File: src/tmqw_pkg.sv
// ----------------------------------------------------------------------------
// tmqw_pkg
// Types and constants shared by the transmit message queue blocks.
// ----------------------------------------------------------------------------
package tmqw_pkg;

	// byte ring geometry, fixed by the 12-bit chunk address
	localparam int STORE_BYTES = 4096;
	localparam int RING_AW     = 12;
	localparam int LEN_W       = 13;
	localparam int CFG_IDX_W   = 2;

	// configuration register indexes
	localparam logic [CFG_IDX_W-1:0] REG_CHUNK_SIZE = 2'd0;
	localparam logic [CFG_IDX_W-1:0] REG_HIGH_MARK  = 2'd1;
	localparam logic [CFG_IDX_W-1:0] REG_LOW_MARK   = 2'd2;

	// register reset values
	localparam logic [LEN_W-1:0] CHUNK_SIZE_RST = 13'd1024;
	localparam logic [LEN_W-1:0] HIGH_MARK_RST  = 13'd3072;
	localparam logic [LEN_W-1:0] LOW_MARK_RST   = 13'd1024;

	typedef enum logic [1:0] {
		OP_APPEND   = 2'd0,
		OP_TRIGGER  = 2'd1,
		OP_COMPLETE = 2'd2
	} op_t;

	typedef enum logic [2:0] {
		ERR_OK         = 3'd0,
		ERR_RING_FULL  = 3'd1,
		ERR_QUEUE_FULL = 3'd2,
		ERR_PENDING    = 3'd3,
		ERR_EMPTY      = 3'd4,
		ERR_MISMATCH   = 3'd5
	} err_t;

	typedef struct packed {
		op_t              operation;
		logic [7:0]       data_byte;
		logic             end_of_message;
		logic [LEN_W-1:0] wrote_count;
	} item_t;

	typedef struct packed {
		logic               accepted;
		logic               start_write;
		logic [RING_AW-1:0] chunk_address;
		logic [LEN_W-1:0]   chunk_length;
		logic               sender_released;
		logic               more_queued;
		logic               blocked;
		err_t               status_code;
	} result_t;

endpackage

File: src/tmqw_ram.sv
// ----------------------------------------------------------------------------
// tmqw_ram
// Generic single-write, single-read RAM with registered read data.
// ----------------------------------------------------------------------------
module tmqw_ram #(
	parameter int WIDTH = 8,
	parameter int DEPTH = 64
) (
	input  logic                     clk,
	input  logic                     we,
	input  logic [$clog2(DEPTH)-1:0] waddr,
	input  logic [WIDTH-1:0]         wdata,
	input  logic [$clog2(DEPTH)-1:0] raddr,
	output logic [WIDTH-1:0]         rdata
);

	logic [WIDTH-1:0] mem [DEPTH];

	always_ff @(posedge clk) begin
		if (we) begin
			mem[waddr] <= wdata;
		end
		rdata <= mem[raddr];
	end

endmodule

File: src/tmqw_head_buf.sv
// ----------------------------------------------------------------------------
// tmqw_head_buf
// Message length queue with a read port that always tracks the next head,
// plus a bypass for a length written to that same entry.
// ----------------------------------------------------------------------------
module tmqw_head_buf
	import tmqw_pkg::*;
#(
	parameter int MAX_MESSAGES = 64
) (
	input  logic                            clk,
	input  logic                            arst_n,
	input  logic                            len_we,
	input  logic [$clog2(MAX_MESSAGES)-1:0] len_waddr,
	input  logic [LEN_W-1:0]                len_wdata,
	input  logic [$clog2(MAX_MESSAGES)-1:0] len_raddr,
	output logic [LEN_W-1:0]                head_len
);

	logic [LEN_W-1:0] ram_rdata;
	logic             fwd_hit_q;
	logic [LEN_W-1:0] fwd_data_q;

	tmqw_ram #(
		.WIDTH(LEN_W),
		.DEPTH(MAX_MESSAGES)
	) u_len_ram (
		.clk   (clk),
		.we    (len_we),
		.waddr (len_waddr),
		.wdata (len_wdata),
		.raddr (len_raddr),
		.rdata (ram_rdata)
	);

	// ram returns old data on a same-address write, so keep the new value
	always_ff @(posedge clk or negedge arst_n) begin
		if (!arst_n) begin
			fwd_hit_q <= 1'b0;
		end else begin
			fwd_hit_q <= len_we && (len_waddr == len_raddr);
		end
	end

	always_ff @(posedge clk) begin
		fwd_data_q <= len_wdata;
	end

	assign head_len = fwd_hit_q ? fwd_data_q : ram_rdata;

endmodule

File: config.mk
export PLATFORM = sky130hd
export DESIGN_NAME = tmqw_head_buf
export DESIGN_NICKNAME = d
export VERILOG_FILES = /design/src/tmqw_pkg.sv /design/src/tmqw_ram.sv /design/src/tmqw_head_buf.sv
export SDC_FILE = /design/constraint.sdc
export NUM_CORES = 1
export LEC_CHECK = 0
export BUFFER_PORTS_ARGS = -buffer_cell sky130_fd_sc_hd__buf_2
export CORE_AREA = 2 2 366 368
export CTS_CLUSTER_SIZE = 10
export DETAILED_ROUTE_END_ITERATION = 8
export DIE_AREA = 0 0 368 370
export PLACE_DENSITY = 0.5
export SYNTH_ARGS = -nofsm -noshare
export SYNTH_HDL_FRONTEND = slang
export SYNTH_HIERARCHICAL = 1
export SYNTH_SLANG_ARGS = --single-unit
File: constraint.sdc
create_clock -name clk -period 1.8 [get_ports clk]
set_input_delay 0.09 -clock clk [delete_from_list [all_inputs] [get_ports clk]]
set_output_delay 0.09 -clock clk [all_outputs]
set_load 0.005 [all_outputs]
==> run summary <==
The mean routed wirelength per cell is 23.9 um. The final sum of negative setup slack came out at -1.18 ns. The flow ran to the end, but the final reports show violations. The instance area after placement is 37,600 sq um.

The number of hold violations in the final report came out at 0. The effective utilization at floorplan came out at 24.8%. The maximum fanout along the worst path came out at 1. The synthesized-area fraction occupied by adder cells came out at 0%. The class of the tightest hold or removal check is input pin to register. The share of the synthesized netlist area taken by xor and xnor gates came out at 0.160%. The length of the first detailed-routing pass in iterations is 5. Across all layers, the routed design uses 16.0k vias. For this block, the routed nets add up to 85.5 mm of wire. The fraction of synthesis flops using an asynchronous set or reset pin came out at 0.116%. The largest net degree at the start of global routing is 66. After synthesis, the netlist uses 49 different library cells. In the routed layout, each cell is associated on average with a via count of 4.48. The largest vdd supply drop is 0.730 mV. The synthesized design contains 859 register bits. Of all cell types, the one taking the most synthesized area is sky130_fd_sc_hd__edfxtp_1. The initial antenna violation count was 6.

The post-detailed-route DRC marker count is 0. Setup violations remaining at the end of the flow were counted as 10. The final number of max-transition violations is 0. The count of synthesis-stage warnings from yosys came out at 6.

The top cell types in the final layout, fill and taps aside, are 832 x sky130_fd_sc_hd__edfxtp_1, 223 x sky130_fd_sc_hd__mux4_2, 153 x sky130_fd_sc_hd__buf_4, 99 x sky130_fd_sc_hd__clkbuf_16, 78 x sky130_fd_sc_hd__buf_12. The worst setup path is of the register to register kind. The clock transition at the register clock pins on the worst setup and hold paths after CTS came out at 0.05 ns. The TritonCTS buffer count came out at 97.

The total track usage is 12.5%. The maximum frequency from static timing analysis is 500 MHz. The floorplan step defined a die boundary enclosing 136,000 sq um.

The total of max-cap violations is 0. The sequential element share of the synthesized area is 77.6%. The global-route wire length before repair came out at 123 mm. The HPWL after detailed placement is 53.9 mm.

STA classifies the critical path endpoint as a register. TritonCTS built the clock tree. The final worst-path cycle share is 111%. The die boundary width is 368 um. The number of flops mapped to enable cells by yosys came out at 832. Sorting the synthesized cells by area gives the leading types as sky130_fd_sc_hd__edfxtp_1 76%, sky130_fd_sc_hd__mux4_2 15%, sky130_fd_sc_hd__dfxtp_1 1.6%. The floorplan has 134 rows. The post-synthesis cell count came out at 1,438.

In this run the count of I/O pins placed on the die edge is 41. Setup repair after global routing could not meet its margin everywhere. The overall overflow remaining after global route is 0. Setup slack on the critical path of the routed design comes to -0.199 ns. In the synthesized netlist the dominant register cell turns out to be sky130_fd_sc_hd__edfxtp_1. The leakage power is 0.0129 uW. The area fraction in compound gates after synthesis came out at 1.81%. During placement, the flow inserted port buffers numbering 40.

The core outline area is 132,000 sq um. The count of fill cells added during filler insertion came out at 12.7k. The clock arrives with 0.0166 ns of skew. The final critical path time including I/O delays and setup came out at 2.00 ns. Measured against its own limit, the worst slew margin works out to 61.2%. The final hold slack is 0.000672 ns. Clock tree synthesis selected as its root buffer the cell sky130_fd_sc_hd__clkbuf_16. The arrival time of data at the critical path endpoint came out at 2.51 ns. The die is 370 um tall. At the worst endpoint, the required time is 2.31 ns. After synthesis, the mean cell area works out to 22.9 sq um. No sink is reached through more buffers than the 3 on the longest clock path. The area added between synthesis and finish came out at 23.9%. In this run the power density over the cells is 1040 nW/um^2.

The fraction of synthesized cell area taken by the top area cell type came out at 76.0%. After synthesis, the largest family of logic cells by area is multiplexers. The post-layout instance area came out at 40,800 sq um. The number of nets in the synthesized netlist is 1,466. Once the clock tree was built, the setup fixing pass inserted 0 buffers.

The CTS sink count came out at 859. The most common cell after layout, fill and taps aside is sky130_fd_sc_hd__edfxtp_1. The element type at the critical path start is a register.

The count of nets left with antenna violations once routing finished came out at 0. The share of synthesized area spent on multiplexers came out at 17.1%. The worst slack at placement came out at -0.560 ns. The pin slew with the least headroom to its limit came out at 0.582 ns. The clock insertion delay at the later pin of the skew report came out at 0.65 ns. The number of nets at the end of the flow came out at 1,784. The total number of H-tree levels came out at 3. The netlist area before placement is 32,900 sq um.

The simple logic cell fraction of the synthesized area came out at 1.89%. The final reports fail on negative setup slack. The share of cells above drive strength 1 came out at 35.5%. The via count of the first global-routing pass came out at 16.8k. After the first detailed-routing iteration, the DRC count stood at 1,402. The congestion estimate from routability-driven global placement came to 0.794.
-- cells in the mapped netlist (2+ instances only) --
cell	number
sky130_fd_sc_hd__a221oi_1	2
sky130_fd_sc_hd__mux2_2	6
sky130_fd_sc_hd__nor3_1	2
sky130_fd_sc_hd__xnor2_1	3
sky130_fd_sc_hd__a22oi_1	9
sky130_fd_sc_hd__and2_1	2
sky130_fd_sc_hd__mux2_4	10
sky130_fd_sc_hd__mux2i_1	39
sky130_fd_sc_hd__a211oi_1	12
sky130_fd_sc_hd__inv_1	2
sky130_fd_sc_hd__o21ai_0	5
sky130_fd_sc_hd__a221o_1	2
sky130_fd_sc_hd__clkbuf_1	25
sky130_fd_sc_hd__nand3b_1	4
sky130_fd_sc_hd__mux4_2	223
sky130_fd_sc_hd__nand4_1	3
sky130_fd_sc_hd__nor2b_1	19
sky130_fd_sc_hd__nand2_1	14
sky130_fd_sc_hd__o21ai_1	6
sky130_fd_sc_hd__nand2b_1	5
sky130_fd_sc_hd__nor2_1	71
sky130_fd_sc_hd__xor2_1	3
sky130_fd_sc_hd__buf_2	23
sky130_fd_sc_hd__nand3_1	6
sky130_fd_sc_hd__a2111oi_0	3
sky130_fd_sc_hd__o31ai_1	8
sky130_fd_sc_hd__o2bb2ai_1	2
sky130_fd_sc_hd__o22ai_1	3
sky130_fd_sc_hd__o221ai_1	15
sky130_fd_sc_hd__dfxtp_1	26
sky130_fd_sc_hd__edfxtp_1	832
sky130_fd_sc_hd__buf_4	17
sky130_fd_sc_hd__buf_1	3
sky130_fd_sc_hd__a21oi_1	10
sky130_fd_sc_hd__buf_6	9
-- registers in the layout, indices dropped and copies added (netlist names) --
name and flops:
u_len_ram/mem 832, fwd_data_q 13, u_len_ram/rdata 13, fwd_hit_q 1
-- layer usage --
metal	track usage (%)	wire (um)	up-vias
li1	-	-	6723
met1	17.4	38400	8700
met2	20.2	41100	480
met3	1.62	3920	107
met4	3.89	2070	4
met5	0	19	-
-- timing repair --
action / CTS / global route
hold buffers: 22 / 0
endpoints found under the hold margin: 476 / 0
gates resized for setup: 36 / 10
pin swaps: 2 / 5
setup endpoints to repair: 26 / 23
cloned: 0 / 0
-- cells by family after synthesis --
logic type             count (synthesis)
flip-flops                           859
buffers and inverters                 80
XOR/XNOR                               6
multiplexers                         278
AO/OA/AOI/OAI                         82
AND/OR/NAND/NOR                      133
-- final cells by class --
cell class | instances | area (sq um) | share of cell area, %
clock inverters | 9 | 92.6 | 0.227
clock buffers | 138 | 2630 | 6.46
diodes | 2 | 5.00 | 0.0123
inverters | 3 | 13.8 | 0.0338
well taps | 1768 | 2210 | 5.43
repair buffers | 296 | 3250 | 7.98
multi-input cells | 499 | 7030 | 17.2
flip-flops and latches | 859 | 25500 | 62.6
-- where the power goes --
part	switching [uW]	internal (uW)
logic	1470	1190
registers	51.9	22100
clock network	7390	10000
-- worst max-delay path, cell delays in order, from the launching register on --
cell,delay [ns]
sky130_fd_sc_hd__edfxtp_1,0.36
sky130_fd_sc_hd__mux4_2,0.52
sky130_fd_sc_hd__mux4_2,0.61
sky130_fd_sc_hd__o21ai_4,0.19
sky130_fd_sc_hd__buf_6,0.13
sky130_fd_sc_hd__o31ai_2,0.05
-- worst paths after layout --
path                                      start                    to  slack [ns]  cells past startpoint
min in group asynchronous                arst_n             fwd_hit_q        0.35                      3
hold / removal                     len_wdata[6]  u_len_ram/mem[38][6]      0.0007                      1
hold reg to reg            u_len_ram/mem[19][5]    u_len_ram/rdata[5]        0.81                      4
setup reg to reg           u_len_ram/mem[55][8]    u_len_ram/rdata[8]       -0.20                      5
setup / recovery           u_len_ram/mem[55][8]    u_len_ram/rdata[8]       -0.20                      5
max in group asynchronous                arst_n             fwd_hit_q        1.31                      3
-- per-stage QoR --
step                utilization [%]  instances  total power [uW]
global route                   30.8       3573             43600
finish                         30.8       3574             42200
detailed placement             28.4       3403             25100
floorplan                         -       1438             23700
CTS                            30.7       3572             42700
global placement               28.4       3403             25100
No activity file was read; power rests on OpenSTA's default activity.
