===== src/tmqw_ram.sv =====
// ----------------------------------------------------------------------------
// tmqw_ram
// Generic single-write, single-read RAM with registered read data.
// ----------------------------------------------------------------------------
module tmqw_ram #(
	parameter int WIDTH = 8,
	parameter int DEPTH = 64
) (
	input  logic                     clk,
	input  logic                     we,
	input  logic [$clog2(DEPTH)-1:0] waddr,
	input  logic [WIDTH-1:0]         wdata,
	input  logic [$clog2(DEPTH)-1:0] raddr,
	output logic [WIDTH-1:0]         rdata
);

	logic [WIDTH-1:0] mem [DEPTH];

	always_ff @(posedge clk) begin
		if (we) begin
			mem[waddr] <= wdata;
		end
		rdata <= mem[raddr];
	end

endmodule


===== config.mk =====
export PLATFORM = sky130hd
export DESIGN_NAME = tmqw_ram
export DESIGN_NICKNAME = d
export VERILOG_FILES = /design/src/tmqw_ram.sv
export SDC_FILE = /design/constraint.sdc
export NUM_CORES = 1
export LEC_CHECK = 0
export BUFFER_PORTS_ARGS = -buffer_cell sky130_fd_sc_hd__buf_2
export CAP_MARGIN = 20
export CORE_ASPECT_RATIO = 1.4
export CORE_MARGIN = 5
export CORE_UTILIZATION = 38
export CTS_CLUSTER_SIZE = 28
export DETAILED_ROUTE_END_ITERATION = 6
export HOLD_SLACK_MARGIN = 0.05
export PLACE_DENSITY = 0.61
export REMOVE_ABC_BUFFERS = 1
export SLEW_MARGIN = 20
export SYNTH_ARGS = -nofsm -noshare
export SYNTH_HDL_FRONTEND = slang
export SYNTH_SLANG_ARGS = --single-unit

===== constraint.sdc =====
create_clock -name clk -period 2.5 [get_ports clk]
set_clock_uncertainty 0.2 [all_clocks]
set_input_delay 0.5 -clock clk [delete_from_list [all_inputs] [get_ports clk]]
set_output_delay 0.5 -clock clk [all_outputs]
set_load 0.05 [all_outputs]

==> results of run 1 <==
[final timing paths]
check                                          start               end  cells past startpoint
worst max-delay path            mem[21][6]$_DFFE_PP_  rdata[6]$_DFF_P_                      6
worst min-delay path                        raddr[5]  rdata[2]$_DFF_P_                      3
worst max register to register  mem[21][6]$_DFFE_PP_  rdata[6]$_DFF_P_                      6
worst min register to register  mem[22][0]$_DFFE_PP_  rdata[0]$_DFF_P_                      4
[kinds of logic (layout without fill, tap and decap cells)]
group,after synthesis,count (layout),synth area share (%)
muxes,162,162,15.94
DFF,520,520,77.03
and+or+nand+nor,153,153,3.387
buffers and inverters,51,263,1.570
AOI/OAI and AO/OA,54,54,2.072
[per-layer routing]
metal  vias up  global-route usage [%]  part of all wire [%]
met3        80                   2.431                   4.8
met5         -                       0                 0.084
li1       4265                       -                     -
met1      5240                   19.68                    38
met2       250                   29.11                    53
met4         6                   5.758                   3.5
[area by class of cell]
class | instances | area (µm²)
repair buffers | 177 | 1458
fillers | 4478 | 29150
clock buffers | 68 | 1328
multi-input cells | 369 | 4315
clock inverters | 18 | 244.0
flip-flops and latches | 520 | 15530
well taps | 714 | 893.4
[cells in the mapped netlist, drive strengths merged]
library cell,n,area (µm²)
o21ai,4,20.02
o2bb2ai,3,26.28
clkbuf,17,63.81
nor2b,14,87.58
nand3b,3,22.52
o221a,2,22.52
o21a,2,15.01
o2111ai,3,26.28
nand2b,7,43.79
mux4,126,2838
nand2,19,71.32
mux2i,23,230.2
a221oi,6,52.55
o311ai,1,8.760
nor3,7,35.03
o32ai,2,17.52
o41ai,2,17.52
a21oi,3,15.01
buf,34,252.7
nand3,13,65.06
edfxtp,512,15370
o22ai,8,50.05
a211oi,4,30.03
mux2,13,146.4
nor2,83,311.6
nand4,2,12.51
nor4,2,12.51
a22oi,3,22.52
a31oi,1,6.260
or3,1,6.260
dfxtp,8,160.2
a2111oi,2,17.52
nand4b,1,8.760
o221ai,8,70.07
and2,1,6.260
[flip-flops by register name, indices dropped and copies added, names as in the netlist]
register  count
mem         512
rdata         8
[worst register-to-register path: stages, from the launching register on]
cell and delay, ps:
edfxtp_1 360, mux4_2 470, mux2_2 280, o221a_2 280
nor3_1 290, buf_4 200, o32ai_1 80
[power by group through the flow]
stage	registers (mW)	clock network [mW]	logic, mW
2_1_floorplan	9.91	0	0.374
3_3_place_gp	9.87	0	1.06
3_5_place_dp	9.87	0	1.07
4_1_cts	9.68	7.48	1.07
5_1_grt	9.68	7.84	1.12
6_report	9.68	7.33	1.05
[stage by stage]
| step | cell area, µm² | util, % | TNS [ps] | power, mW | hold slack (ps) |
|---|---|---|---|---|---|
| after global placement | 22200 | 41.95 | -2118 | 10.92 | 600.8 |
| after CTS | 23770 | 44.92 | 0 | 18.24 | 186.4 |
| after detailed placement | 22200 | 41.95 | -2022 | 10.94 | 616.8 |
| final | 23770 | 44.92 | 0 | 18.06 | 206.3 |
| after global routing | 23770 | 44.92 | 0 | 18.64 | 208.3 |
| after floorplan | 19850 | - | 0 | 10.28 | 398.9 |
==> summary.txt, run 1 <==
Cells and area
  – Final net count: 1136
  – Layout area overhead: 17.88%
  – Share of layout cells above drive strength 1: 33.33%
  – Commonest cells after routing, fill and taps aside: 512 x edfxtp_1, 135 x buf_4, 126 x mux4_2
  – Commonest non-fill, non-tap cell in the layout: edfxtp_1
  – Non-filler instance count after layout: 1866
  – # diodes: 0

Global route
  – Initial antenna violation count: 6
  – GRT Total Usage: 16.10%
  – Global-route wire length before repair: 68700 µm
  – Global route total overflow: 0
  – Vias in the first global route: 10470
  – Pin count of the biggest net entering global routing: 65

Setup path
  – Crit path required time: 2730 ps
  – CP max stage cell: mux4_2
  – WP data arrival: 2520 ps
  – Critical Path Source Type: flop
  – CP max stage delay: 470 ps
  – R2R setup slack: 200 ps
  – Kind of critical path: flop to flop
  – Endpoint class of the critical path: flop
  – Cell family with most CP delay: multiplexers
  – WP buf/inv: 1
  – CP cell instances: mux4_2 -> mux2_2 -> o221a_2 -> nor3_1 -> buf_4 -> o32ai_1
  – Crit-path max FO: 1

Placement
  – Placed cells: 1780
  – Placer Congestion: 0.7880
  – DPL Wire Length: 30470 µm
  – Setup WS pre-CTS: -321.2 ps
  – I/O Buffers: 29

Timing
  – Final Cycle Share: 91.88%
  – Final Setup Violations: 0
  – Setup WS post-layout: 203.0 ps
  – Max Transition Viols Final: 0
  – Worst slew pin tran: 614.6 ps
  – FMAX: 0.4354 GHz
  – Final Hold Fails: 0
  – Relative slew slack: 59.03%
  – Unrepaired setup endpoints after global routing: no
  – Final min period: 2297 ps

Clock tree
  – Clock sink total: 520
  – CTS tree: done
  – Post-CTS Setup Inserts: 0
  – Clock insertion delay at the later pin of the skew report: 570 ps
  – Clock slew at reported path FFs: 60 ps
  – Post-CTS Hold Buffers: 0
  – CTS Buf Count: 46
  – Post-CTS Resized: 0
  – Clock Path Buffers: 3
  – H-tree depth: 2
  – Root buffer cell: clkbuf_16

Synthesis
  – Syn Area/Cell: 21.45 µm²
  – Ys Warns: 0
  – Number of synthesized register bits: 520
  – Post-synthesis cell type count: 40
  – Synthesized area: 0.02017 mm²
  – Register area share after synthesis: 77.03%
  – Syn Inst Count: 940

Drt
  – DRT Wirelength: 46160 µm
  – Final ANT Viol Nets: 0
  – DRC: 0
  – WL/cell: 24.74 µm
  – DR iter-0 viols: 730
  – First drt pass iteration count: 5
  – Via count: 9841
  – Vias per cell: 5.274

Power and ir drop
  – P per Cell Area: 759.8 mW/mm²
  – Sequential power share: 53.6%
  – Switching power total: 3.689 mW
  – Leak: 7.647 nW
  – Peak supply drop: 0.0004979 V
  – Internal power: 14.37 mW
  – Combinational Power Share: 5.8%
  – Switching Fraction: 20.42%
  – Clk network pwr share: 40.6%

Hold path
  – Worst hold-check path type: primary input to flop

Die
  – Core area: 0.05293 mm²
  – Row count: 100
  – Initial core utilization: 38.10%
  – Die width: 204.7 µm
  – Die span in y: 282.6 µm
  – Die footprint: 0.05784 mm²
  – IO Count: 30

Run
  – Max Cap Violations: 0

Status
  – Outcome: completed
No activity file was read; power rests on OpenSTA's default activity.
==> inputs of run 2 (changes only) <==
--- a/config.mk
+++ b/config.mk
@@ -5,6 +5,7 @@
 export SDC_FILE = /design/constraint.sdc
 export NUM_CORES = 1
 export LEC_CHECK = 0
+export ABC_AREA = 1
 export BUFFER_PORTS_ARGS = -buffer_cell sky130_fd_sc_hd__buf_2
 export CAP_MARGIN = 20
 export CORE_ASPECT_RATIO = 1.4
@@ -13,7 +14,7 @@
 export CTS_CLUSTER_SIZE = 28
 export DETAILED_ROUTE_END_ITERATION = 6
 export HOLD_SLACK_MARGIN = 0.05
-export PLACE_DENSITY = 0.61
+export PLACE_DENSITY = 0.59
 export REMOVE_ABC_BUFFERS = 1
 export SLEW_MARGIN = 20
 export SYNTH_ARGS = -nofsm -noshare
==> summary.txt, run 2 <==
Setup path
  – CP max stage cell: dfxtp_1 (was mux4_2)
  – CP cell instances: buf_2 (was mux4_2 -> mux2_2 -> o221a_2 -> nor3_1 -> buf_4 -> o32ai_1)
  – Endpoint class of the critical path: output port (was flop)
  – WP buf/inv: 1 (unchanged)
  – Crit path required time: 1800 ps (was 2730 ps)
  – WP data arrival: 1240 ps (was 2520 ps)
  – Kind of critical path: flop to output port (was flop to flop)
  – Cell family with most CP delay: flip-flops (was multiplexers)
  – Critical Path Source Type: flop (unchanged)
  – Crit-path max FO: 1 (unchanged)
  – CP max stage delay: 370 ps (was 470 ps)

Synthesis
  – Ys Warns: 0 (unchanged)
  – Register area share after synthesis: 72.80% (was 77.03%)
  – FFs w/ async S/R, synth: 0% (unchanged)
  – Most frequent cell after synthesis: nand2_1 (was edfxtp_1)
  – Syn Inst Count: 1805 (was 940)
  – Top cells by area, synth: edfxtp_1 72%, nand2_1 11%, nand3_1 10% (was edfxtp_1 76%, mux4_2 14%, nor2_1 1.5%)
  – Post-synthesis cell type count: 16 (was 40)
  – Syn Area/Cell: 11.82 µm² (was 21.45 µm²)
  – Top-area cell type share of the netlist area: 72.05% (was 76.24%)
  – Synthesized area: 0.02134 mm² (was 0.02017 mm²)
  – Largest area contributor in the netlist: edfxtp_1 (unchanged)
  – Top_reg_cell synth: edfxtp_1 (unchanged)
  – EDFF count, synth: 512 (unchanged)
  – Number of synthesized register bits: 520 (unchanged)
  – Commonest cells post-synth: 648 x nand2_1, 512 x edfxtp_1, 439 x nand3_1 (was 512 x edfxtp_1, 126 x mux4_2, 83 x nor2_1)

Timing
  – Relative slew slack: 50.83% (was 59.03%)
  – Total negative slack: 0 ps (unchanged)
  – Worst hold margin: 100.1 ps (was 206.3 ps)
  – Final Hold Fails: 0 (unchanged)
  – Setup WS post-layout: 558.1 ps (was 203.0 ps)
  – Worst slew pin tran: 737.6 ps (was 614.6 ps)
  – Final min period: 1942 ps (was 2297 ps)
  – Max Transition Viols Final: 0 (unchanged)
  – Unrepaired setup endpoints after global routing: no (unchanged)
  – Final Setup Violations: 0 (unchanged)
  – FMAX: 0.5150 GHz (was 0.4354 GHz)
  – Final Cycle Share: 77.68% (was 91.88%)

Run
  – Max Cap Violations: 0 (unchanged)

Cells and area
  – Fill count: 5073 (was 4478)
  – Commonest non-fill, non-tap cell in the layout: nand2_1 (was edfxtp_1)
  – Share of layout cells above drive strength 1: 11.07% (was 33.33%)
  – Commonest cells after routing, fill and taps aside: 648 x nand2_1, 512 x edfxtp_1, 439 x nand3_1 (was 512 x edfxtp_1, 135 x buf_4, 126 x mux4_2)
  – Final net count: 1910 (was 1136)
  – Non-filler instance count after layout: 2653 (was 1866)
  – Biggest register: mem (unchanged)
  – Layout area overhead: 13.65% (was 17.88%)
  – Top flop regs: mem: 512 flops, rdata: 8 flops (unchanged)
  – Max reg flops: 512 (unchanged)

Placement
  – Setup WS pre-CTS: 109.4 ps (was -321.2 ps)
  – DPL Wire Length: 34400 µm (was 30470 µm)
  – Placed cells: 2568 (was 1780)
  – I/O Buffers: 29 (unchanged)
  – Placer Congestion: 0.8453 (was 0.7880)

Clock tree
  – Clock Path Buffers: 3 (unchanged)
  – Post-CTS Resized: 0 (unchanged)
  – Clock slew at reported path FFs: 70 ps (was 60 ps)
  – H-tree depth: 2 (unchanged)
  – Post-CTS Hold Buffers: 0 (unchanged)
  – CTS Buf Count: 46 (unchanged)
  – Post-CTS Setup Inserts: 0 (unchanged)
  – Clock insertion delay at the later pin of the skew report: 560 ps (was 570 ps)
  – Clock sink total: 520 (unchanged)
  – CTS tree: done (unchanged)
  – Root buffer cell: clkbuf_16 (unchanged)

Die
  – IO Count: 30 (unchanged)
  – Core area: 0.05552 mm² (was 0.05293 mm²)
  – Die span in y: 290.4 µm (was 282.6 µm)
  – Initial core utilization: 38.44% (was 38.10%)
  – Die footprint: 0.06106 mm² (was 0.05784 mm²)
  – Die width: 210.3 µm (was 204.7 µm)
  – Row count: 102 (was 100)

Global route
  – Vias in the first global route: 13620 (was 10470)
  – Global route total overflow: 0 (unchanged)
  – GRT Total Usage: 17.77% (was 16.10%)
  – Initial antenna violation count: 1 (was 6)
  – Global-route wire length before repair: 84050 µm (was 68700 µm)
  – Pin count of the biggest net entering global routing: 69 (was 65)

Power and ir drop
  – Peak supply drop: 0.0005187 V (was 0.0004979 V)
  – Leak: 8.800 nW (was 7.647 nW)
  – P per Cell Area: 732.1 mW/mm² (was 759.8 mW/mm²)

Drt
  – First drt pass iteration count: 5 (unchanged)
  – Via count: 13820 (was 9841)
  – Final ANT Viol Nets: 0 (unchanged)
  – Vias per cell: 5.209 (was 5.274)
  – WL/cell: 20.82 µm (was 24.74 µm)
  – DRT Wirelength: 55240 µm (was 46160 µm)
  – DR iter-0 viols: 1053 (was 730)
  – DRC: 0 (unchanged)

Status
  – Outcome: completed (unchanged)

Hold path
  – Worst hold-check path type: primary input to flop (unchanged)
run 2: cell types whose count changed after synthesis, moves of 13 or more:
cell / change
nor2_1: -27
mux2i_1: -23
nand2_1: +629
buf_6: +31
buf_2: +26
mux4_2: -126
nor2b_1: -14
nand3_1: +426
mux2_2: -13
run 2: final cells by class:
class / count / area, µm² / share of cell area [%]
multi-input cells: 1160 / 4946 / 20.39
well taps: 728 / 910.9 / 3.756
diodes: 1 / 2.502 / 0.01032
clock inverters: 28 / 210.2 / 0.8667
clock buffers: 56 / 1210 / 4.989
flip-flops and latches: 520 / 15530 / 64.06
inverters: 12 / 52.55 / 0.2167
repair buffers: 148 / 1385 / 5.711
run 2: metrics by stage:
| stage | utilization, % | total power [mW] | instance area, µm² |
|---|---|---|---|
| floorplan | - | 10.40 | 20530 |
| global placement | 41.12 | 11.12 | 22830 |
| detailed placement | 41.12 | 11.14 | 22830 |
| CTS | 43.68 | 17.91 | 24250 |
| global route | 43.68 | 18.34 | 24250 |
| finish | 43.68 | 17.75 | 24250 |
run 2: final timing paths:
kind | startpoint | endpoint | slack [ps] | depth (start not counted)
hold / removal | raddr[5] | rdata[6]$_DFF_P_ | 100 | 3
setup reg to reg | mem[51][4]$_DFFE_PP_ | rdata[4]$_DFF_P_ | 910 | 8
setup / recovery | rdata[2]$_DFF_P_ | rdata[2] | 560 | 1
hold reg to reg | mem[0][2]$_DFFE_PP_ | rdata[2]$_DFF_P_ | 600 | 8
run 2: metal layers:
| layer | up-vias | wire length, µm | GRT usage (%) |
|---|---|---|---|
| met5 | - | 0 | 0 |
| met4 | 0 | 1907 | 6.194 |
| met3 | 93 | 2728 | 1.900 |
| met2 | 413 | 28760 | 31.79 |
| met1 | 6801 | 21850 | 22.33 |
| li1 | 6512 | - | - |
run 2: cell families after synthesis:
group | count (synthesis) | share of synthesized area [%]
and+or+nand+nor | 1160 | 23.18
buffers and inverters | 125 | 4.022
DFF | 520 | 72.80
run 2: power breakdown:
group	internal, mW	leakage (nW)	switching (mW)
Sequential	9.64	4.67	0.0281
Clock	3.76	0.701	3.07
Combinational	0.349	3.43	0.912
Total	13.7	8.80	4.01
