$ cat src/tmqw_pkg.sv
// ----------------------------------------------------------------------------
// tmqw_pkg
// Types and constants shared by the transmit message queue blocks.
// ----------------------------------------------------------------------------
package tmqw_pkg;

	// byte ring geometry, fixed by the 12-bit chunk address
	localparam int STORE_BYTES = 4096;
	localparam int RING_AW     = 12;
	localparam int LEN_W       = 13;
	localparam int CFG_IDX_W   = 2;

	// configuration register indexes
	localparam logic [CFG_IDX_W-1:0] REG_CHUNK_SIZE = 2'd0;
	localparam logic [CFG_IDX_W-1:0] REG_HIGH_MARK  = 2'd1;
	localparam logic [CFG_IDX_W-1:0] REG_LOW_MARK   = 2'd2;

	// register reset values
	localparam logic [LEN_W-1:0] CHUNK_SIZE_RST = 13'd1024;
	localparam logic [LEN_W-1:0] HIGH_MARK_RST  = 13'd3072;
	localparam logic [LEN_W-1:0] LOW_MARK_RST   = 13'd1024;

	typedef enum logic [1:0] {
		OP_APPEND   = 2'd0,
		OP_TRIGGER  = 2'd1,
		OP_COMPLETE = 2'd2
	} op_t;

	typedef enum logic [2:0] {
		ERR_OK         = 3'd0,
		ERR_RING_FULL  = 3'd1,
		ERR_QUEUE_FULL = 3'd2,
		ERR_PENDING    = 3'd3,
		ERR_EMPTY      = 3'd4,
		ERR_MISMATCH   = 3'd5
	} err_t;

	typedef struct packed {
		op_t              operation;
		logic [7:0]       data_byte;
		logic             end_of_message;
		logic [LEN_W-1:0] wrote_count;
	} item_t;

	typedef struct packed {
		logic               accepted;
		logic               start_write;
		logic [RING_AW-1:0] chunk_address;
		logic [LEN_W-1:0]   chunk_length;
		logic               sender_released;
		logic               more_queued;
		logic               blocked;
		err_t               status_code;
	} result_t;

endpackage

$ cat src/tmqw_ctrl.sv
// ----------------------------------------------------------------------------
// tmqw_ctrl
// Queue pointers, byte counters and flow control; executes one item in the
// cycle it is taken and registers the result.
// ----------------------------------------------------------------------------
module tmqw_ctrl
	import tmqw_pkg::*;
#(
	parameter int MAX_MESSAGES = 64
) (
	input  logic                            clk,
	input  logic                            arst_n,
	input  logic                            start,
	input  item_t                           item,
	input  logic [LEN_W-1:0]                chunk_size,
	input  logic [LEN_W-1:0]                high_mark,
	input  logic [LEN_W-1:0]                low_mark,
	input  logic [LEN_W-1:0]                head_len,
	output logic                            len_we,
	output logic [$clog2(MAX_MESSAGES)-1:0] len_waddr,
	output logic [LEN_W-1:0]                len_wdata,
	output logic [$clog2(MAX_MESSAGES)-1:0] len_raddr,
	output logic                            ring_we,
	output logic [RING_AW-1:0]              ring_waddr,
	output logic [7:0]                      ring_wdata,
	output logic [RING_AW-1:0]              ring_head,
	output logic                            busy,
	output logic                            done,
	output result_t                         result
);

	localparam int QW = $clog2(MAX_MESSAGES);
	localparam int CW = $clog2(MAX_MESSAGES + 1);
	localparam int UW = LEN_W + 2;

	logic               busy_q;
	logic               done_q;
	result_t            result_q;

	logic [RING_AW-1:0] ring_head_q, ring_head_d;
	logic [RING_AW-1:0] ring_tail_q, ring_tail_d;
	logic [QW-1:0]      queue_head_q, queue_head_d;
	logic [QW-1:0]      queue_tail_q, queue_tail_d;
	logic [CW-1:0]      count_q, count_d;
	logic [LEN_W-1:0]   partial_q, partial_d;
	logic [LEN_W-1:0]   head_off_q, head_off_d;
	logic [LEN_W-1:0]   pending_q, pending_d;
	logic [LEN_W-1:0]   unsent_q, unsent_d;
	logic               blocked_q, blocked_d;

	logic               accept;
	logic [UW-1:0]      used;
	logic [LEN_W-1:0]   partial_inc;
	logic [LEN_W-1:0]   unsent_sum;
	logic [LEN_W-1:0]   rem;
	logic [LEN_W-1:0]   cs;
	logic [LEN_W-1:0]   clen;
	logic [LEN_W:0]     advance;
	logic [LEN_W-1:0]   unsent_left;
	logic [QW-1:0]      queue_head_inc;
	logic [QW-1:0]      queue_tail_inc;
	result_t            res;

	assign accept = start && !busy_q;

	assign used        = UW'(unsent_q) + UW'(head_off_q) + UW'(partial_q);
	assign partial_inc = partial_q + 1'b1;
	assign unsent_sum  = unsent_q + partial_inc;
	assign rem         = (head_len > head_off_q) ? head_len - head_off_q : '0;
	assign cs          = (chunk_size == '0) ? LEN_W'(1) : chunk_size;
	assign clen        = (cs < rem) ? cs : rem;
	assign advance     = (LEN_W + 1)'(head_off_q) + (LEN_W + 1)'(item.wrote_count);
	assign unsent_left = (unsent_q > item.wrote_count) ? unsent_q - item.wrote_count : '0;

	assign queue_head_inc = (queue_head_q == QW'(MAX_MESSAGES - 1)) ? '0 : queue_head_q + 1'b1;
	assign queue_tail_inc = (queue_tail_q == QW'(MAX_MESSAGES - 1)) ? '0 : queue_tail_q + 1'b1;

	always_comb begin
		ring_head_d  = ring_head_q;
		ring_tail_d  = ring_tail_q;
		queue_head_d = queue_head_q;
		queue_tail_d = queue_tail_q;
		count_d      = count_q;
		partial_d    = partial_q;
		head_off_d   = head_off_q;
		pending_d    = pending_q;
		unsent_d     = unsent_q;
		blocked_d    = blocked_q;
		len_we       = 1'b0;
		ring_we      = 1'b0;
		res          = '0;
		res.status_code = ERR_OK;

		if (accept) begin
			unique case (item.operation)
				OP_APPEND: begin
					if (item.end_of_message && (count_q >= CW'(MAX_MESSAGES))) begin
						res.status_code = ERR_QUEUE_FULL;
					end else if (used >= UW'(STORE_BYTES)) begin
						res.status_code = ERR_RING_FULL;
					end else begin
						ring_we     = 1'b1;
						ring_tail_d = ring_tail_q + 1'b1;
						partial_d   = partial_inc;
						if (item.end_of_message) begin
							res.start_write = (count_q == '0);
							len_we          = 1'b1;
							queue_tail_d    = queue_tail_inc;
							count_d         = count_q + 1'b1;
							unsent_d        = unsent_sum;
							partial_d       = '0;
							if (unsent_sum > high_mark) begin
								blocked_d = 1'b1;
							end else begin
								res.accepted = 1'b1;
							end
						end
					end
				end
				OP_TRIGGER: begin
					if (pending_q != '0) begin
						res.status_code = ERR_PENDING;
					end else if (count_q == '0) begin
						res.status_code = ERR_EMPTY;
					end else begin
						res.chunk_length  = clen;
						res.chunk_address = ring_head_q + head_off_q[RING_AW-1:0];
						pending_d         = clen;
					end
				end
				OP_COMPLETE: begin
					if (count_q == '0) begin
						res.status_code = ERR_EMPTY;
					end else if ((pending_q == '0) || (item.wrote_count != pending_q)) begin
						res.status_code = ERR_MISMATCH;
					end else begin
						pending_d = '0;
						if (advance >= (LEN_W + 1)'(head_len)) begin
							ring_head_d  = ring_head_q + head_len[RING_AW-1:0];
							queue_head_d = queue_head_inc;
							count_d      = count_q - 1'b1;
							head_off_d   = '0;
						end else begin
							head_off_d = advance[LEN_W-1:0];
						end
						unsent_d = unsent_left;
						if (blocked_q && (unsent_left < low_mark)) begin
							blocked_d           = 1'b0;
							res.sender_released = 1'b1;
						end
						res.more_queued = (count_d != '0);
					end
				end
				default: begin
				end
			endcase
		end

		res.blocked = blocked_d;
	end

	assign len_waddr  = queue_tail_q;
	assign len_wdata  = partial_inc;
	assign len_raddr  = queue_head_d;
	assign ring_waddr = ring_tail_q;
	assign ring_wdata = item.data_byte;
	assign ring_head  = ring_head_q;

	always_ff @(posedge clk or negedge arst_n) begin
		if (!arst_n) begin
			busy_q       <= 1'b1;
			done_q       <= 1'b0;
			ring_head_q  <= '0;
			ring_tail_q  <= '0;
			queue_head_q <= '0;
			queue_tail_q <= '0;
			count_q      <= '0;
			partial_q    <= '0;
			head_off_q   <= '0;
			pending_q    <= '0;
			unsent_q     <= '0;
			blocked_q    <= 1'b0;
		end else begin
			busy_q       <= 1'b0;
			done_q       <= accept;
			ring_head_q  <= ring_head_d;
			ring_tail_q  <= ring_tail_d;
			queue_head_q <= queue_head_d;
			queue_tail_q <= queue_tail_d;
			count_q      <= count_d;
			partial_q    <= partial_d;
			head_off_q   <= head_off_d;
			pending_q    <= pending_d;
			unsent_q     <= unsent_d;
			blocked_q    <= blocked_d;
		end
	end

	always_ff @(posedge clk) begin
		result_q <= res;
	end

	assign busy   = busy_q;
	assign done   = done_q;
	assign result = result_q;

	a_count_bound: assert property (@(posedge clk) disable iff (!arst_n)
		count_q <= CW'(MAX_MESSAGES))
		else $error("message count beyond queue depth");

	a_store_bound: assert property (@(posedge clk) disable iff (!arst_n)
		used <= UW'(STORE_BYTES))
		else $error("byte occupancy beyond ring size");

	a_pending_needs_msg: assert property (@(posedge clk) disable iff (!arst_n)
		(pending_q != '0) |-> (count_q != '0))
		else $error("outstanding chunk with empty queue");

	a_done_follows_accept: assert property (@(posedge clk) disable iff (!arst_n)
		accept |=> done_q)
		else $error("accepted item produced no result");

	a_release_on_complete: assert property (@(posedge clk) disable iff (!arst_n)
		$fell(blocked_q) |-> $past(accept && (item.operation == OP_COMPLETE)))
		else $error("sender released outside a completion");

endmodule

$ cat config.mk
export PLATFORM = sky130hd
export DESIGN_NAME = tmqw_ctrl
export DESIGN_NICKNAME = d
export VERILOG_FILES = /design/src/tmqw_pkg.sv /design/src/tmqw_ctrl.sv
export SDC_FILE = /design/constraint.sdc
export NUM_CORES = 1
export LEC_CHECK = 0
export BUFFER_PORTS_ARGS = -buffer_cell sky130_fd_sc_hd__buf_2
export CAP_MARGIN = 25
export CORE_AREA = 5 5 219 221
export CTS_BUF_LIST = sky130_fd_sc_hd__clkbuf_4
export CTS_CLUSTER_SIZE = 16
export DETAILED_ROUTE_END_ITERATION = 12
export DIE_AREA = 0 0 224 226
export PLACE_DENSITY = 0.48
export SETUP_SLACK_MARGIN = 0.1
export SYNTH_ARGS = -nofsm -noshare
export SYNTH_HDL_FRONTEND = slang
export SYNTH_SLANG_ARGS = --single-unit
$ cat constraint.sdc
create_clock -name clk -period 6.87 [get_ports clk]
set_clock_uncertainty 0.1 [all_clocks]
set_input_delay 0.3435 -clock clk [delete_from_list [all_inputs] [get_ports clk]]
set_output_delay 0.3435 -clock clk [all_outputs]
set_load 0.05 [all_outputs]
==> PnR_summary.wiki, run 1 <==
{| class="wikitable"
! Metric !! Value
|-
| Routed WL || 37.8 mm
|-
| CTS tree || done
|-
| Leading cell types in the layout, fill and taps excluded || 155 x sky130_fd_sc_hd__buf_2, 143 x sky130_fd_sc_hd__ha_1, 130 x sky130_fd_sc_hd__nand2_1, 104 x sky130_fd_sc_hd__inv_1, 97 x sky130_fd_sc_hd__dfrtp_1
|-
| Skew-Pair Late Insertion Delay || slightly above 0.7 ns
|-
| Area enclosed by the die boundary || 50600 um2
|-
| Seq cells post-synth || around 130
|-
| Fillers || 4975
|-
| Remaining routing DRC violations || 0
|-
| Total core area || 46000 um2
|-
| Die X-Extent || 224 um
|-
| Highest fanout seen on the critical path || 28
|-
| Number of hold violations in the final report || 0
|-
| Post-route cell area || 13300 um2
|-
| Final instance count without filler cells || 2099
|-
| Root buffer cell || sky130_fd_sc_hd__clkbuf_4
|-
| Buffers on Ports || 156
|-
| Crit path buffers/inverters || 3
|-
| Avg Cell Area, Syn || 8.59 um2
|-
| Total via count in the routed design || 9950
|-
| Sum of net half-perimeters after detailed placement || just over 30 mm
|-
| Number of max-capacitance violations reported || 0
|-
| Routability Congestion || between 0.8 and 0.9
|-
| RSZ-0062 raised after global routing || no
|-
| Row Count || roughly 80
|-
| Initial antenna violation count || 2
|-
| CP startpoint kind || flop
|-
| DRT Pass-1 Iters || 5
|-
| Cell Count Post-Placement || 2039
|-
| CTS Sinks || 131
|-
| Sequential element share of the synthesized area || 0.275
|-
| Slowest Stage Delay on Critical Path || 0.48 ns
|-
| Buffer levels on the longest clock path || 2
|-
| VDD IR max || around 160 uV
|-
| Class of the most critical setup path || reg -> out
|-
| Worst setup slack after layout || 0.974 ns
|-
| Cell with the largest stage delay on the worst path || sky130_fd_sc_hd__dfrtp_1
|-
| Transition at the pin with the smallest max-transition slack || roughly 1 ns
|-
| Relative slew slack || 0.329
|-
| Total clock buffers created by CTS || 17
|-
| End-of-flow core utilization || 0.290
|-
| Timing-limited maximum frequency || approximately 170 MHz
|-
| Worst hold-check path type || in -> async
|-
| Data arrival time of the worst path || roughly 5.5 ns
|-
| Post-synth design cell area || 11300 um2
|-
| Synth area leader || sky130_fd_sc_hd__dfrtp_1
|-
| Required time at the worst-slack endpoint || 6.43 ns
|-
| Die H || about 230 um
|-
| P per Cell Area || 240 nW/um2
|-
| Status || finished, final reports clean
|-
| Clock-pin slew on the worst setup and hold paths || between 0.1 and 0.15 ns
|-
| Number of buffers inserted to repair setup after CTS || 0
|-
| Slew Limit Fails || 0
|-
| First-pass GRT wire length || 58.7 mm
|-
| Gate count after technology mapping || 1318
|-
| Global-route total usage across every layer || 0.151
|-
| Sum of overflow across all layers after global routing || 0
|-
| Kind of capture point of the worst setup path || output port
|-
| Max H-tree Level || 4
|-
| Cell-by-cell trace of the critical path || ha_1 > fa_1 > a21oi_1 > o211ai_1 > a31oi_1 > o21bai_1 > a2111oi_0 > nor3_1 > xnor2_1 > inv_1 > ha_1 > o21ai_0 > a41oi_1 > o21ai_0 > o211a_1 > or2_1 > buf_4 > o41ai_1 > buf_2
|-
| I/O pin cnt || 173
|-
| Initial core utilization || 0.246
|-
| Via-per-instance ratio || ~4.7
|-
| Power after layout || 3.19 mW
|-
| Top cells by area in the synthesized netlist || sky130_fd_sc_hd__dfrtp_1 21%, sky130_fd_sc_hd__ha_1 16%, sky130_fd_sc_hd__dfxtp_1 5.8%, sky130_fd_sc_hd__xnor2_1 5.0%, sky130_fd_sc_hd__nand2_1 4.3%
|-
| Share of flip-flops with an asynchronous set or reset || 0.748
|-
| Number of violations reported at the end of detailed-routing iteration 0 || around 530
|-
| Total Nets Final || 1719
|-
| Number of global-route vias before repair || 10.0k
|-
| Post-synth EDFFs || 0
|-
| Final worst path period share || 0.858
|-
| Min cycle time layout || 5.90 ns
|-
| Number of distinct library cell variants in the gate-level netlist after synthesis || 80
|-
| Number of cells on the critical path || 19
|-
| Relative area change from synthesis to final layout || 17.5%
|-
| Leakage power summed over all cells || 6.54 nW
|-
| Family with the most delay on the worst path || compound AO/OA/AOI/OAI gates
|-
| Ys Warns || 0
|-
| Leading cell type in the layout, fill and taps excluded || sky130_fd_sc_hd__buf_2
|-
| Area share of the largest cell type after synthesis || 0.214
|-
| Routed Antenna Nets || 0
|-
| Post-Syn Nets || 1560
|-
| Worst slack at placement || 1.78 ns
|-
| Worst reg2reg path depth || 15
|-
| Share of cells above drive strength 1 || 0.156
|-
| Worst hold slack || 0.107 ns
|-
| Placement-stage cell area || 12700 um2
|-
| Total Neg Setup Slack || 0 ns
|-
| Pin count of the biggest net entering global routing || 54
|-
| Average wire length per cell after detail routing || 18.0 um
|-
| Setup-violating endpoint count in the final report || 0
|-
| Dominant register cell in the synthesized netlist || sky130_fd_sc_hd__dfrtp_1
|}
## report_power, final
| group | switching [mW] | internal, mW | total (mW) |
|---|---|---|---|
| logic | 0.897 | 0.572 | 1.47 |
| clock network | 0.351 | 0.322 | 0.673 |
| registers | 0.181 | 0.868 | 1.05 |
| total | 1.43 | 1.76 | 3.19 |
## metal layers
| layer | vias up | global-route usage | part of all wire |
|---|---|---|---|
| met5 | - | 0 | 0 |
| met4 | 0 | 0.0429 | 0.018 |
| met3 | 38 | 0.0312 | 0.036 |
| met2 | 193 | 0.241 | 0.46 |
| met1 | 4726 | 0.208 | 0.49 |
| li1 | 4993 | - | - |
## cells by family (layout without fill, tap and decap cells)
group | after synthesis | after routing | share of synthesized area
AO/OA/AOI/OAI | 298 | 298 | 0.178
XOR/XNOR | 102 | 102 | 0.0789
adder cells (fa/ha/maj) | 163 | 163 | 0.193
buffers and inverters | 152 | 324 | 0.0547
flip-flops | 131 | 131 | 0.275
multiplexers | 21 | 21 | 0.0199
other | 1 | 3 | 0.000331
AND/OR/NAND/NOR | 450 | 450 | 0.200
## path summary, 6_finish.rpt
kind	from	end	slack [ns]
worst min register to register	ring_waddr[11]$_DFFE_PN0P_	ring_waddr[11]$_DFFE_PN0P_	0.39
worst max register to register	head_off_q[1]$_DFFE_PN0P_	result[14]$_SDFF_PP0_	2.01
min in group clk	head_len[9]	ring_head[9]$_DFFE_PN0P_	0.12
worst min-delay path	arst_n	len_waddr[4]$_DFFE_PN0P_	0.11
max in group asynchronous	arst_n	head_off_q[10]$_DFFE_PN0P_	5.27
worst max-delay path	head_off_q[0]$_DFFE_PN0P_	len_raddr[5]	0.97
## sequential cells by signal, summed over array words and instances, names as in the netlist
signal	count
busy	1
count_q	7
partial_q	13
queue_head_q	6
result	33
len_waddr	6
head_off_q	13
unsent_q	13
ring_head	12
blocked_q	1
done	1
ring_waddr	12
pending_q	13
## cell type report
class / instances / area [um2] / area share
Antenna cell: 2 / 5.00 / 0.000376
Clock buffer: 17 / 128 / 0.00959
Clock inverter: 15 / 213 / 0.0160
Inverter: 104 / 390 / 0.0293
Multi-Input combinational cell: 1035 / 7590 / 0.570
Sequential cell: 131 / 3110 / 0.234
Tap cell: 607 / 759 / 0.0571
Timing Repair Buffer: 188 / 1110 / 0.0833
## synth_stat cells, types with 28 or more instances
cell and number:
sky130_fd_sc_hd__a21oi_1 67, sky130_fd_sc_hd__a21o_1 35, sky130_fd_sc_hd__dfxtp_1 33, sky130_fd_sc_hd__nand2_1 130
sky130_fd_sc_hd__nand3_1 47, sky130_fd_sc_hd__ha_1 143, sky130_fd_sc_hd__xor2_1 37, sky130_fd_sc_hd__dfrtp_1 97
sky130_fd_sc_hd__nor3_1 37, sky130_fd_sc_hd__xnor2_1 65, sky130_fd_sc_hd__nor2_1 78, sky130_fd_sc_hd__inv_1 104
sky130_fd_sc_hd__nand4_1 28, sky130_fd_sc_hd__o21ai_0 66
## what timing repair did
| item | in CTS | in global routing |
|---|---|---|
| hold endpoints to repair | 93 | 0 |
| gates resized for setup | 0 | 0 |
| hold buffers | 26 | 0 |
Note: power is estimated with default switching activity, not from simulation.
==> run 2: changes to the inputs <==
Settings changed: RECOVER_POWER from default to 100.
==> run 2 against run 1 <==
Net effect: the flow now finishes with violations (max-capacitance violations, max-slew violations); maximum frequency is 3.1% lower; flip-flop and latch count unchanged; via count rose by 0.63%; power fell by 0.69%; clock power barely moved; register-to-register slack worse by 0.45 ns; first-iteration DRC count up 2.5%; combinational power about the same; wire length up 0.24%; non-clock buffer count unchanged; worst hold slack improved by 0.011 ns; global-route usage unchanged; critical path type unchanged.
==> PnR_summary.wiki, run 2 (same netlist as run 1, synthesis figures left out) <==
{| class="wikitable"
! Metric !! Value
|-
| Status || finished with violations
|-
| Violated checks || max-capacitance violations, max-slew violations
|-
| Routed WL || 37.9 mm (+0.24%)
|-
| Routed Antenna Nets || 0 (unchanged)
|-
| Kind of capture point of the worst setup path || output port
|-
| Leakage power summed over all cells || 6.13 nW (-6.4%)
|-
| Max H-tree Level || 4 (unchanged)
|-
| Area enclosed by the die boundary || 50600 um2 (unchanged)
|-
| Switching power || 1.43 mW (-0.21%)
|-
| Cell-by-cell trace of the critical path || ha_1 > fa_1 > a21oi_1 > o211ai_1 > a31oi_1 > o21bai_1 > a2111oi_0 > nor3_1 > xnor2_1 > inv_1 > ha_1 > o21ai_0 > a41oi_1 > o21ai_0 > o211a_1 > buf_4 > nor2_1 > nand4_1 > xnor2_1 > clkbuf_1
|-
| Sum of net half-perimeters after detailed placement || 30.8 mm (unchanged)
|-
| Data arrival time of the worst path || 5.64 ns (+0.19 ns)
|-
| Family with the most delay on the worst path || compound AO/OA/AOI/OAI gates
|-
| Global-route total usage across every layer || 0.151 (unchanged)
|-
| CTS Sinks || 131 (unchanged)
|-
| Final worst path period share || 0.885 (+0.0271)
|-
| Remaining routing DRC violations || 0 (unchanged)
|-
| Crit path buffers/inverters || 3 (unchanged)
|-
| Min cycle time layout || 6.08 ns (+0.186 ns)
|-
| Slowest Stage Delay on Critical Path || 0.49 ns (about the same)
|-
| Sum of overflow across all layers after global routing || 0 (unchanged)
|-
| CP Launch Point || head_off_q[0]$_DFFE_PN0P_
|-
| Clock-pin slew on the worst setup and hold paths || 0.14 ns (about the same)
|-
| Cell Count Post-Placement || 2039 (unchanged)
|-
| Power after layout || 3.17 mW (-0.69%)
|-
| Part of the power in the clock network || 0.212 (about the same)
|-
| Number of global-route vias before repair || 10.0k (unchanged)
|-
| Start point of the worst hold path || head_len[9]
|-
| Average wire length per cell after detail routing || 18.0 um (+0.24%)
|-
| Part of the total power dissipated in sequential elements || 0.332 (+0.003)
|-
| Leading cell type in the layout, fill and taps excluded || sky130_fd_sc_hd__ha_1
|-
| Slack of the worst reg-to-reg path || 1.56 ns (-0.45 ns)
|-
| Initial antenna violation count || 2 (unchanged)
|-
| Setup-violating endpoint count in the final report || 0 (unchanged)
|-
| Total via count in the routed design || 10.0k (+0.63%)
|-
| RSZ-0062 raised after global routing || no
|-
| Fillers || 5009 (+0.68%)
|-
| Total clock buffers created by CTS || 17 (unchanged)
|-
| DRT Pass-1 Iters || 6 (+1)
|-
| Row Count || 79 (unchanged)
|-
| Gate power share || 0.456 (-0.004)
|-
| Buffer levels on the longest clock path || 2 (unchanged)
|-
| Number of buffers inserted to repair setup after CTS || 0 (unchanged)
|-
| Relative area change from synthesis to final layout || 15.8%
|-
| VDD IR max || 157 uV (-0.20%)
|-
| Cell with the largest stage delay on the worst path || sky130_fd_sc_hd__clkbuf_1
|-
| Placement-stage cell area || 12700 um2 (unchanged)
|-
| Reg2Reg Launch Point || head_off_q[1]$_DFFE_PN0P_
|-
| Post-route cell area || 13100 um2 (-1.5%)
|-
| Total core area || 46000 um2 (unchanged)
|-
| CTS tree || done
|-
| Buffers on Ports || 156 (unchanged)
|-
| Number of hold violations in the final report || 0 (unchanged)
|-
| Final instance count without filler cells || 2099 (unchanged)
|-
| Number of violations reported at the end of detailed-routing iteration 0 || 539 (+2.5%)
|-
| Reg2Reg Capture Point || unsent_q[10]$_DFFE_PN0P_
|-
| Number of max-capacitance violations reported || 3 (+3)
|-
| Leading cell types in the layout, fill and taps excluded || 143 x sky130_fd_sc_hd__ha_1, 130 x sky130_fd_sc_hd__nand2_1, 104 x sky130_fd_sc_hd__inv_1, 97 x sky130_fd_sc_hd__dfrtp_1, 90 x sky130_fd_sc_hd__clkbuf_1
|-
| Max FFs per register || 33 (unchanged)
|-
| Pin count of the biggest net entering global routing || 54 (unchanged)
|-
| Internal power || 1.74 mW (-1.1%)
|-
| Skew-Pair Late Insertion Delay || 0.71 ns (about the same)
|-
| CP startpoint kind || flop
|-
| Routability Congestion || 0.822 (unchanged)
|-
| Transition at the pin with the smallest max-transition slack || 3.34 ns (+2.34 ns)
|-
| Root buffer cell || sky130_fd_sc_hd__clkbuf_4
|-
| Required time at the worst-slack endpoint || 6.43 ns (about the same)
|-
| Timing-limited maximum frequency || 164 MHz (-3.1%)
|-
| First-pass GRT wire length || 58.7 mm (unchanged)
|-
| Worst slack at placement || 1.78 ns (unchanged)
|-
| Share of total power consumed by net switching || 0.450 (+0.00215)
|-
| Endpoint with the worst hold slack || ring_head[9]$_DFFE_PN0P_
|-
| I/O pin cnt || 173 (unchanged)
|-
| Die X-Extent || 224 um (unchanged)
|-
| Total Nets Final || 1719 (unchanged)
|-
| Slew Limit Fails || 127 (+127)
|-
| Worst hold-check path type || in -> reg
|-
| Share of cells above drive strength 1 || 0.0839 (-0.0718)
|-
| Worst setup slack after layout || 0.787 ns (-0.186 ns)
|-
| P per Cell Area || 242 nW/um2 (+0.79%)
|-
| Relative slew slack || -1.23 (-1.56)
|-
| Class of the most critical setup path || reg -> out
|-
| Via-per-instance ratio || 4.77 (+0.63%)
|-
| Worst Hold Path Cells || 4
|-
| Total Neg Setup Slack || 0 ns (unchanged)
|-
| Highest fanout seen on the critical path || 23 (-18%)
|-
| Die H || 226 um (unchanged)
|-
| Initial core utilization || 0.246 (unchanged)
|-
| Worst reg2reg path depth || 12 (-3)
|}
run 2: timing repair:
action                                  CTS  global route
hold endpoints to repair                 93             0
hold buffers                             26             0
gates resized for setup                   0             0
endpoints found under the setup margin    0             0
run 2: routing by layer:
| metal | track usage | vias to the layer above | share of wire |
|---|---|---|---|
| met5 | 0 | - | 0 |
| met4 | 0.0429 | 0 | 0.020 |
| met3 | 0.0312 | 40 | 0.037 |
| met2 | 0.241 | 203 | 0.46 |
| met1 | 0.208 | 4771 | 0.49 |
| li1 | - | 4999 | - |
run 2: final cells by class:
type	instances	area, um2	share of cell area
clock inverter	15	213	0.0162
clock buffer	17	128	0.00973
tap	607	759	0.0579
antenna	2	5.00	0.000382
timing repair buffer	188	966	0.0737
sequential	131	3110	0.237
inverter	104	390	0.0298
multi-input combinational	1035	7540	0.575
run 2: through the flow:
stage	util	hold WS, ns
5_1_grt	0.285	0.0522
4_1_cts	0.289	0.0143
2_1_floorplan	-	-0.0521
3_3_place_gp	0.276	0.332
3_5_place_dp	0.276	0.334
6_report	0.285	0.118
run 2: power groups by stage:
stage | sequential, mW | clock, mW | combinational, mW
floorplan | 1.05 | 0 | 1.02
global placement | 1.06 | 0 | 1.45
detailed placement | 1.06 | 0 | 1.45
CTS | 1.05 | 0.712 | 1.48
global route | 1.07 | 0.740 | 1.62
finish | 1.05 | 0.672 | 1.45
run 2: worst max-delay path by stage:
| stage | end | slack (ns) | cells past startpoint |
|---|---|---|---|
| 6_report | len_raddr[4] | 0.79 | 20 |
| 5_1_grt | len_raddr[4] | 0.28 | 20 |
| 4_1_cts | len_raddr[4] | 0.86 | 20 |
| 3_5_place_dp | len_raddr[4] | 1.78 | 21 |
| 3_3_place_gp | len_raddr[5] | 1.81 | 20 |
| 2_1_floorplan | len_raddr[5] | 1.22 | 18 |
run 2: worst reg2reg max path: cells and delay by family, from the launching register on:
family | cells | cell delay [ns]
compound gates | 6 | 2.88
fa+ha+maj | 3 | 1.11
flops | 1 | 0.54
simple gates | 2 | 0.54
buf+inv | 1 | 0.06
